--- src/cmfuv_pkg.sv ---
// cmfuv_pkg: shared widths and face codes for the cube map face and uv lookup
// no dependencies; imported by cube_map_face_uv_lookup_core, cmfuv_checker and tb_top
`timescale 1ns / 1ps
`default_nettype none

package cmfuv_pkg;

  // fixed field widths
  localparam int DIR_W  = 16;  // signed direction components
  localparam int UV_W   = 16;  // texture coordinate ports
  localparam int FACE_W = 3;   // face code

  typedef enum logic [FACE_W-1:0] {
    FACE_FRONT  = 3'd0,  // +z
    FACE_BACK   = 3'd1,  // -z
    FACE_LEFT   = 3'd2,  // +x
    FACE_RIGHT  = 3'd3,  // -x
    FACE_BOTTOM = 3'd4,  // +y
    FACE_TOP    = 3'd5   // -y, also the zero vector
  } face_e;

endpackage

`default_nettype wire

--- src/cube_map_face_uv_lookup_core.sv ---
// cube_map_face_uv_lookup_core: projects a direction onto the unit cube, picks the face
// and produces rounded face texture coordinates; depends on cmfuv_pkg
`timescale 1ns / 1ps
`default_nettype none

//  channel | handshake                 | payload
//  --------+---------------------------+------------------------------------------
//  in      | in_valid_i / in_stall_o   | dir_x_i, dir_y_i, dir_z_i
//  out     | out_valid_o / out_stall_i | face_o, face_u_o, face_v_o, degenerate_o
//
//  one item per clock sustained while out_stall_i is low
//  most register stages form the restoring divider, one quotient bit per register stage
//  reset clears the valid bit of every stage; payload registers are not reset
//  each stage holds only when it and every later stage are full and out_stall_i is
//  high, so bubbles close up and an item is taken while a result waits at the output

module cube_map_face_uv_lookup_core
  import cmfuv_pkg::*;
#(
  parameter int UV_FRAC_BITS = 15
) (
  input  wire                     clk_i,
  input  wire                     rst_ni,
  // input item channel
  input  wire                     in_valid_i,
  output logic                    in_stall_o,
  input  wire  signed [DIR_W-1:0] dir_x_i,
  input  wire  signed [DIR_W-1:0] dir_y_i,
  input  wire  signed [DIR_W-1:0] dir_z_i,
  // result item channel
  output logic                    out_valid_o,
  input  wire                     out_stall_i,
  output logic [FACE_W-1:0]       face_o,
  output logic [UV_W-1:0]         face_u_o,
  output logic [UV_W-1:0]         face_v_o,
  output logic                    degenerate_o
);

  // quotient bits, one divider stage each; the quotient reaches 2^UV_FRAC_BITS
  localparam int QW     = UV_FRAC_BITS + 1;
  // 2*m with m up to 32768
  localparam int DEN_W  = DIR_W + 1;
  // n * 2^UV_FRAC_BITS + m with n up to 2*m
  localparam int NUM_W  = DEN_W + UV_FRAC_BITS;
  // partial remainder stays below 2*m
  localparam int REM_W  = DIR_W;
  // stage 1 abs/max, stage 2 face select, then QW+1 divider registers
  localparam int NST    = QW + 3;
  localparam logic [QW-1:0] HALF_Q = QW'(1) << (UV_FRAC_BITS - 1);
  localparam logic [QW-1:0] MAX_Q  = QW'(1) << UV_FRAC_BITS;

  typedef struct packed {
    face_e              face;
    logic               degen;
    logic [DEN_W-1:0]   den;
    logic [REM_W-1:0]   rem_u;
    logic [REM_W-1:0]   rem_v;
    logic [QW-1:0]      lq_u;   // dividend bits still to use, quotient bits shift in
    logic [QW-1:0]      lq_v;
  } dv_t;

  // ---------------------------------------------------------------------------
  // flow control: valid bits per stage, stage k loads unless it and everything
  // after it are full while the output is stalled
  // ---------------------------------------------------------------------------
  logic [NST-1:0] v_q;
  logic [NST-1:0] adv;

  always_comb begin
    for (int k = 0; k < NST; k++) begin
      adv[k] = !out_stall_i || !(&(v_q | ((NST'(1) << k) - NST'(1))));
    end
  end

  assign in_stall_o = !adv[0];

  always_ff @(posedge clk_i or negedge rst_ni) begin
    if (!rst_ni) begin
      v_q <= '0;
    end else begin
      if (adv[0]) begin
        v_q[0] <= in_valid_i;
      end
      for (int k = 1; k < NST; k++) begin
        if (adv[k]) begin
          v_q[k] <= v_q[k-1];
        end
      end
    end
  end

  // ---------------------------------------------------------------------------
  // stage 1: absolute values and largest magnitude m
  // ---------------------------------------------------------------------------
  logic [DIR_W-1:0] abs_x, abs_y, abs_z, max_xy, m_d;
  logic [DIR_W-1:0] s1_x_q, s1_y_q, s1_z_q, s1_m_q;

  always_comb begin
    abs_x  = dir_x_i[DIR_W-1] ? (~dir_x_i + 1'b1) : dir_x_i;
    abs_y  = dir_y_i[DIR_W-1] ? (~dir_y_i + 1'b1) : dir_y_i;
    abs_z  = dir_z_i[DIR_W-1] ? (~dir_z_i + 1'b1) : dir_z_i;
    max_xy = (abs_y > abs_x) ? abs_y : abs_x;
    m_d    = (abs_z > max_xy) ? abs_z : max_xy;
  end

  always_ff @(posedge clk_i) begin
    if (adv[0]) begin
      s1_x_q <= dir_x_i;
      s1_y_q <= dir_y_i;
      s1_z_q <= dir_z_i;
      s1_m_q <= m_d;
    end
  end

  // ---------------------------------------------------------------------------
  // stage 2: face by priority (z, then x, then y), pick the two components with
  // their sign flips and shift them from [-m, m] to [0, 2m]
  // ---------------------------------------------------------------------------
  logic [DEN_W-1:0] xs, ys, zs, ms, neg_m, a_sel, b_sel, n_u_d, n_v_d;
  face_e            face_d;
  logic             degen_d;

  logic [DEN_W-1:0] s2_n_u_q, s2_n_v_q;
  logic [DIR_W-1:0] s2_m_q;
  face_e            s2_face_q;
  logic             s2_degen_q;

  always_comb begin
    xs      = {s1_x_q[DIR_W-1], s1_x_q};
    ys      = {s1_y_q[DIR_W-1], s1_y_q};
    zs      = {s1_z_q[DIR_W-1], s1_z_q};
    ms      = {1'b0, s1_m_q};
    neg_m   = ~ms + 1'b1;
    degen_d = (s1_m_q == '0);
    if (degen_d) begin
      face_d = FACE_TOP;
      a_sel  = '0;
      b_sel  = '0;
    end else if (zs == ms) begin
      face_d = FACE_FRONT;
      a_sel  = ~xs + 1'b1;
      b_sel  = ys;
    end else if (zs == neg_m) begin
      face_d = FACE_BACK;
      a_sel  = xs;
      b_sel  = ys;
    end else if (xs == ms) begin
      face_d = FACE_LEFT;
      a_sel  = zs;
      b_sel  = ys;
    end else if (xs == neg_m) begin
      face_d = FACE_RIGHT;
      a_sel  = ~zs + 1'b1;
      b_sel  = ys;
    end else if (ys == ms) begin
      face_d = FACE_BOTTOM;
      a_sel  = ~xs + 1'b1;
      b_sel  = ~zs + 1'b1;
    end else begin
      face_d = FACE_TOP;
      a_sel  = ~xs + 1'b1;
      b_sel  = zs;
    end
    // true sum lies in [0, 2m], so the wrapped 17-bit sum is exact
    n_u_d = a_sel + ms;
    n_v_d = b_sel + ms;
  end

  always_ff @(posedge clk_i) begin
    if (adv[1]) begin
      s2_n_u_q   <= n_u_d;
      s2_n_v_q   <= n_v_d;
      s2_m_q     <= s1_m_q;
      s2_face_q  <= face_d;
      s2_degen_q <= degen_d;
    end
  end

  // ---------------------------------------------------------------------------
  // stage 3: dividend n * 2^UV_FRAC_BITS + m (the +m rounds to nearest),
  // divisor 2m; the upper bits already sit below the divisor
  // ---------------------------------------------------------------------------
  logic [NUM_W-1:0] num_u, num_v;
  dv_t              dv_0_d;
  dv_t              dv_q [0:QW];
  dv_t              dv_d [1:QW];

  always_comb begin
    num_u              = {s2_n_u_q, {UV_FRAC_BITS{1'b0}}} + NUM_W'(s2_m_q);
    num_v              = {s2_n_v_q, {UV_FRAC_BITS{1'b0}}} + NUM_W'(s2_m_q);
    dv_0_d.face        = s2_face_q;
    dv_0_d.degen       = s2_degen_q;
    dv_0_d.den         = {s2_m_q, 1'b0};
    dv_0_d.rem_u       = num_u[NUM_W-1:QW];
    dv_0_d.rem_v       = num_v[NUM_W-1:QW];
    dv_0_d.lq_u        = num_u[QW-1:0];
    dv_0_d.lq_v        = num_v[QW-1:0];
  end

  // ---------------------------------------------------------------------------
  // restoring divider, one quotient bit per stage for both coordinates
  // ---------------------------------------------------------------------------
  logic [DEN_W-1:0] t_u [1:QW];
  logic [DEN_W-1:0] t_v [1:QW];
  logic             qb_u [1:QW];
  logic             qb_v [1:QW];

  always_comb begin
    for (int k = 1; k <= QW; k++) begin
      t_u[k]  = {dv_q[k-1].rem_u, dv_q[k-1].lq_u[QW-1]};
      t_v[k]  = {dv_q[k-1].rem_v, dv_q[k-1].lq_v[QW-1]};
      qb_u[k] = (t_u[k] >= dv_q[k-1].den);
      qb_v[k] = (t_v[k] >= dv_q[k-1].den);
      dv_d[k] = dv_q[k-1];
      dv_d[k].rem_u = qb_u[k] ? REM_W'(t_u[k] - dv_q[k-1].den) : REM_W'(t_u[k]);
      dv_d[k].rem_v = qb_v[k] ? REM_W'(t_v[k] - dv_q[k-1].den) : REM_W'(t_v[k]);
      dv_d[k].lq_u  = {dv_q[k-1].lq_u[QW-2:0], qb_u[k]};
      dv_d[k].lq_v  = {dv_q[k-1].lq_v[QW-2:0], qb_v[k]};
    end
  end

  always_ff @(posedge clk_i) begin
    if (adv[2]) begin
      dv_q[0] <= dv_0_d;
    end
    for (int k = 1; k <= QW; k++) begin
      if (adv[k+2]) begin
        dv_q[k] <= dv_d[k];
      end
    end
  end

  // ---------------------------------------------------------------------------
  // output: last divider register; zero vector reads as one half on both axes
  // ---------------------------------------------------------------------------
  logic [QW-1:0]      q_u, q_v;
  logic [QW+UV_W-1:0] wide_u, wide_v;

  always_comb begin
    q_u    = dv_q[QW].degen ? HALF_Q : dv_q[QW].lq_u;
    q_v    = dv_q[QW].degen ? HALF_Q : dv_q[QW].lq_v;
    wide_u = {{UV_W{1'b0}}, q_u};
    wide_v = {{UV_W{1'b0}}, q_v};
  end

  assign out_valid_o  = v_q[NST-1];
  assign face_o       = dv_q[QW].face;
  assign face_u_o     = wide_u[UV_W-1:0];
  assign face_v_o     = wide_v[UV_W-1:0];
  assign degenerate_o = dv_q[QW].degen;

`ifndef NO_ASSERTIONS
  // zero vector must always land on the top face
  assert property (@(posedge clk_i) disable iff (!rst_ni)
    out_valid_o && degenerate_o |-> face_o == FACE_TOP)
    else $error("degenerate item not on top face");

  // a rounded coordinate never exceeds 1.0
  assert property (@(posedge clk_i) disable iff (!rst_ni)
    out_valid_o && !degenerate_o |-> dv_q[QW].lq_u <= MAX_Q && dv_q[QW].lq_v <= MAX_Q)
    else $error("face coordinate above one");

  // divider remainder stays below the divisor
  assert property (@(posedge clk_i) disable iff (!rst_ni)
    out_valid_o && !degenerate_o |->
      DEN_W'(dv_q[QW].rem_u) < dv_q[QW].den && DEN_W'(dv_q[QW].rem_v) < dv_q[QW].den)
    else $error("divider remainder out of range");
`endif

endmodule

`default_nettype wire

--- config.mk ---
export PLATFORM = sky130hd
export DESIGN_NAME = cube_map_face_uv_lookup_core
export DESIGN_NICKNAME = d
export VERILOG_FILES = /design/src/cmfuv_pkg.sv /design/src/cube_map_face_uv_lookup_core.sv
export SDC_FILE = /design/constraint.sdc
export NUM_CORES = 2
export LEC_CHECK = 0
export BUFFER_PORTS_ARGS = -buffer_cell sky130_fd_sc_hd__buf_4
export CAP_MARGIN = 0
export CORE_ASPECT_RATIO = 1.25
export CORE_MARGIN = 2
export CORE_UTILIZATION = 55
export DETAILED_ROUTE_END_ITERATION = 6
export HOLD_SLACK_MARGIN = 0.05
export PLACE_DENSITY = 0.83
export SYNTH_ARGS = -nofsm -noshare
export SYNTH_HDL_FRONTEND = slang
export SYNTH_SLANG_ARGS = --single-unit
export TNS_END_PERCENT = 100
--- constraint.sdc ---
create_clock -name clk_i -period 16.9 [get_ports clk_i]
set_input_delay 1.69 -clock clk_i [delete_from_list [all_inputs] [get_ports clk_i]]
set_output_delay 1.69 -clock clk_i [all_outputs]
set_load 0.03 [all_outputs]
==> results.md <==
- The flow ran to the end, and the final reports show no timing, DRC or antenna violations.
- For this design, the sink count on the clock tree is about 1,200.
- The fmax is roughly 0.12 GHz.
- The area added between synthesis and finish is 9.791%.
- The dominant cell type by area after synthesis is edfxtp_1.
- For the worst-skew pair, the clock arrives at the later sink with an insertion delay of 0.81 ns.
- The final number of hold-violating endpoints is 0.
- The multiplexer share of the synthesized area is 0.03646.
- Counting instances in the post-synthesis netlist gives the leading cell types as 1,200 x edfxtp_1, 570 x ha_1, 481 x nand2_1.
- The combinational family with the most area after synthesis is compound AO/OA/AOI/OAI gates.
- The area taken by flip-flops and latches is 0.03651 mm^2.
- The net count after synthesis is 6,774.
- The average instance area after synthesis is between 10 and 15 um^2.
- The arithmetic-cell share of the synthesized area counting full adders, half adders and majority gates is 0.1107.
- The effective utilization at floorplan is 0.5538.
- Once the clock tree was built, the setup fixing pass inserted 0 buffers.
- The first global-routing pass estimated between 200,000 and 300,000 um of wire.
- TritonCTS built the clock tree.
- Once the clock tree was built, the resizer swapped 0 gates to a different size.
- The buffer cell driving the clock tree root is clkbuf_16.
- The final RePlAce weighted congestion is slightly below 1.
- Synthesis handed over a netlist of about 6,000 instances.
- The number of synthesized flops with an enable pin is 1,200.
- The die covers roughly 0.13 mm^2.
- The data arrival time of the critical path is slightly below 9 ns.
- The post-synthesis share of cell area spent on xor and xnor gates is 0.06375.
- The clock buffer count from CTS is about 120.
- The number of global-route vias before repair is just under 50,000.
- Buffers inserted to repair hold after CTS numbered 0.
- The share of synthesized area in the top cell type comes to 0.5133.
- The global-route total usage across every layer is 0.2862.
- The type of element capturing the critical path is a flop.
- The maximum net fanout on the critical path is 21.
- The placement row count is roughly 150.
- Setup repair after global routing left no endpoint under its margin.
- After filler insertion, the fill cell instance count of the layout stands at ~9,900.
- The die width is roughly 320 um.
- The final critical delay including setup and external delays is 8.205 ns.
- The min-delay analysis places its worst path in the category flop to flop.
- In this run the tightest slew margin relative to its limit is 0.2358.
- The worst setup skew after layout is 0.1017 ns.
- Using the TritonRoute via totals, the vias-per-cell ratio works out to 6.002.
- After detailed routing, the average wire length per cell comes to approximately 23 um.
- The post-synthesis register bit count is about 1,200.
- The area of the mapped netlist is roughly 0.07 mm^2.
- The number of placed I/O pins is 90.
- The fraction of final layout cells with drive strength greater than 1 is 0.09650.
- The initial antenna violation count is 0.
- The violation count after the first detailed-route iteration is roughly 3,600.
- Measured along the y axis, the die boundary spans approximately 400 um.
- The number of distinct library cells after synthesis is 90.
- The total global routing overflow is 0.
- Across all layers, the routed design uses approximately 48,000 vias.
- The transition at the pin with the smallest max-transition slack is ~1.1 ns.
- The first-pass detailed-route iteration total is 6.
- Max-cap violations in this run came to 0.
- The maximum number of buffers from clock root to sink is 3.
- Of all flip-flops after synthesis, the portion carrying an async set or reset was 0.01559.
- The complex-gate fraction of the synthesized area is 0.1216.
- STA classifies the critical path startpoint as an input pin.
- The most used flip-flop cell after synthesis is edfxtp_1.
- The sum of negative setup slack is 0 ns.
- Yosys attributes the largest share of cell area to edfxtp_1 51%, ha_1 10%, xnor2_1 3.8%, mux2_2 2.7%, o21ai_0 2.6%.
- In the finished design, the share of the clock period the worst path needs comes to 0.4855.
- After clock tree synthesis, the clock-pin slew on the worst setup and hold paths is around 0.06 ns.
- The number of H-tree levels is 3.
- The detail route stage leaves a number of antenna-violating nets equal to 0.
- The number of antenna diodes in the final layout is 0.
- Of the total synthesized cell area, the portion taken by AND, OR, NAND and NOR gates is 0.1174.
- The core footprint is roughly 0.13 mm^2.
- Data on the critical path is required at its endpoint by approximately 18 ns.
- By startpoint and endpoint, the worst setup path is classified as input pin to flop.
- Buffers placed on the I/O ports in this run total 89.
- Entering global routing, the biggest net connects 82 pins.
- The number of warnings reported in the yosys synthesis log is 0.
- In the routed design, unresolved DRC markers number 0.
- Once detailed placement completed, the half-perimeter wirelength came to approximately 140,000 um.
- The most frequent cell after synthesis is edfxtp_1.
- The portion of the post-synthesis area used by sequential elements is 0.5200.
- At the end of the flow, the number of nets in the layout was 6,898.
- Summing all multi-input logic gate instances after layout gives roughly 0.032 mm^2.
- The wire length reported by the detailed router is between 150,000 and 200,000 um.
- The max-slew violation total from the final report is 0.
- The setup-violating endpoint count in the final report is 0.
## sequential cells by signal (all words and copies together), names as in the netlist
signal / flops
s1_y_q: 16
s1_m_q: 16
s2_degen_q: 1
dv_q: 1082
s1_z_q: 16
s2_m_q: 16
s2_face_q: 3
s2_n_v_q: 17
s2_n_u_q: 17
v_q: 19
s1_x_q: 16
## stage by stage
step	instance area, um^2	hold WS, ns	cells	setup WS [ns]	utilization
2_1_floorplan	70200	0.4003	6120	5.181	-
3_3_place_gp	72900	0.4012	7826	7.858	0.5750
3_5_place_dp	72900	0.4045	7826	7.941	0.5750
4_1_cts	77080	0.3553	8044	8.739	0.6080
5_1_grt	77080	0.3694	8044	8.309	0.6080
6_report	77080	0.3601	8044	8.695	0.6080
## metal layers
metal	part of all wire	track usage
met1	0.34	0.2877
met2	0.51	0.5178
met3	0.044	0.03758
met4	0.099	0.2463
met5	0	0
## logic make-up after synthesis
group / Yosys count
mux: 233
flops: 1219
simple gates: 1673
fa+ha+maj: 602
compound gates: 1335
buf+inv: 547
xor+xnor: 511
## worst max-delay path, stage by stage
cell,delay (ns)
buf_4,0.13
or4_1,0.56
or3_1,0.36
or3_1,0.36
o31ai_1,0.27
xnor2_1,0.37
ha_1,0.36
a21o_1,0.16
a21o_1,0.17
a21oi_1,0.18
and2_1,0.19
a21oi_1,0.05
a211oi_1,0.22
or2_1,0.66
nand2_1,0.16
o21ai_0,0.17
ha_1,0.30
or3_1,0.34
o21ai_0,0.10
a21oi_1,0.07
a221o_1,0.35
a221oi_1,0.31
buf_4,0.25
nor2_2,0.15
buf_4,0.22
nor2_1,0.41
a221o_1,0.24
## final timing paths
check | end | slack, ns | cells after the start | from
setup / recovery | s1_m_q[15]$_DFFE_PN_ | 8.70 | 27 | dir_y_i[6]
hold / removal | dv_q[0][594]$_DFFE_PP_ | 0.36 | 0 | dv_q[0][509]$_DFFE_PP_
setup reg to reg | s2_n_v_q[16]$_DFFE_PP_ | 9.56 | 22 | s1_m_q[1]$_DFFE_PN_
hold reg to reg | dv_q[0][594]$_DFFE_PP_ | 0.36 | 0 | dv_q[0][509]$_DFFE_PP_
max in group asynchronous | v_q[4]$_DFFE_PN0P_ | 15.79 | 1 | rst_ni
min in group asynchronous | v_q[11]$_DFFE_PN0P_ | 0.79 | 1 | rst_ni
## placed cells by master (no fill, tap or decap), types with 45 or more instances in the layout
cell type	instances
xor2_1	209
nand2b_1	88
o21a_1	50
nand3_1	68
nor2b_1	122
or3_1	74
edfxtp_1	1200
or2_2	46
nor3_1	151
a21oi_1	349
nand2_1	475
mux2i_1	51
nor4_1	48
o21ai_0	368
a21o_1	161
buf_4	135
xnor2_1	302
nand4_1	108
ha_1	570
a31oi_1	45
clkbuf_16	118
inv_1	410
nor2_1	360
mux2_2	170
## final cells by class
| type | count | area share |
|---|---|---|
| multi-input combinational | 4354 | 0.4110 |
| sequential | 1219 | 0.4737 |
| timing repair buffer | 135 | 0.01315 |
| inverter | 416 | 0.02027 |
| tap | 1702 | 0.02763 |
| clock inverter | 75 | 0.01422 |
| clock buffer | 143 | 0.04005 |
Power is left out: the tool's default activity adds up to more than one toggle a clock period on the data nets, which glitch-free logic cannot reach.
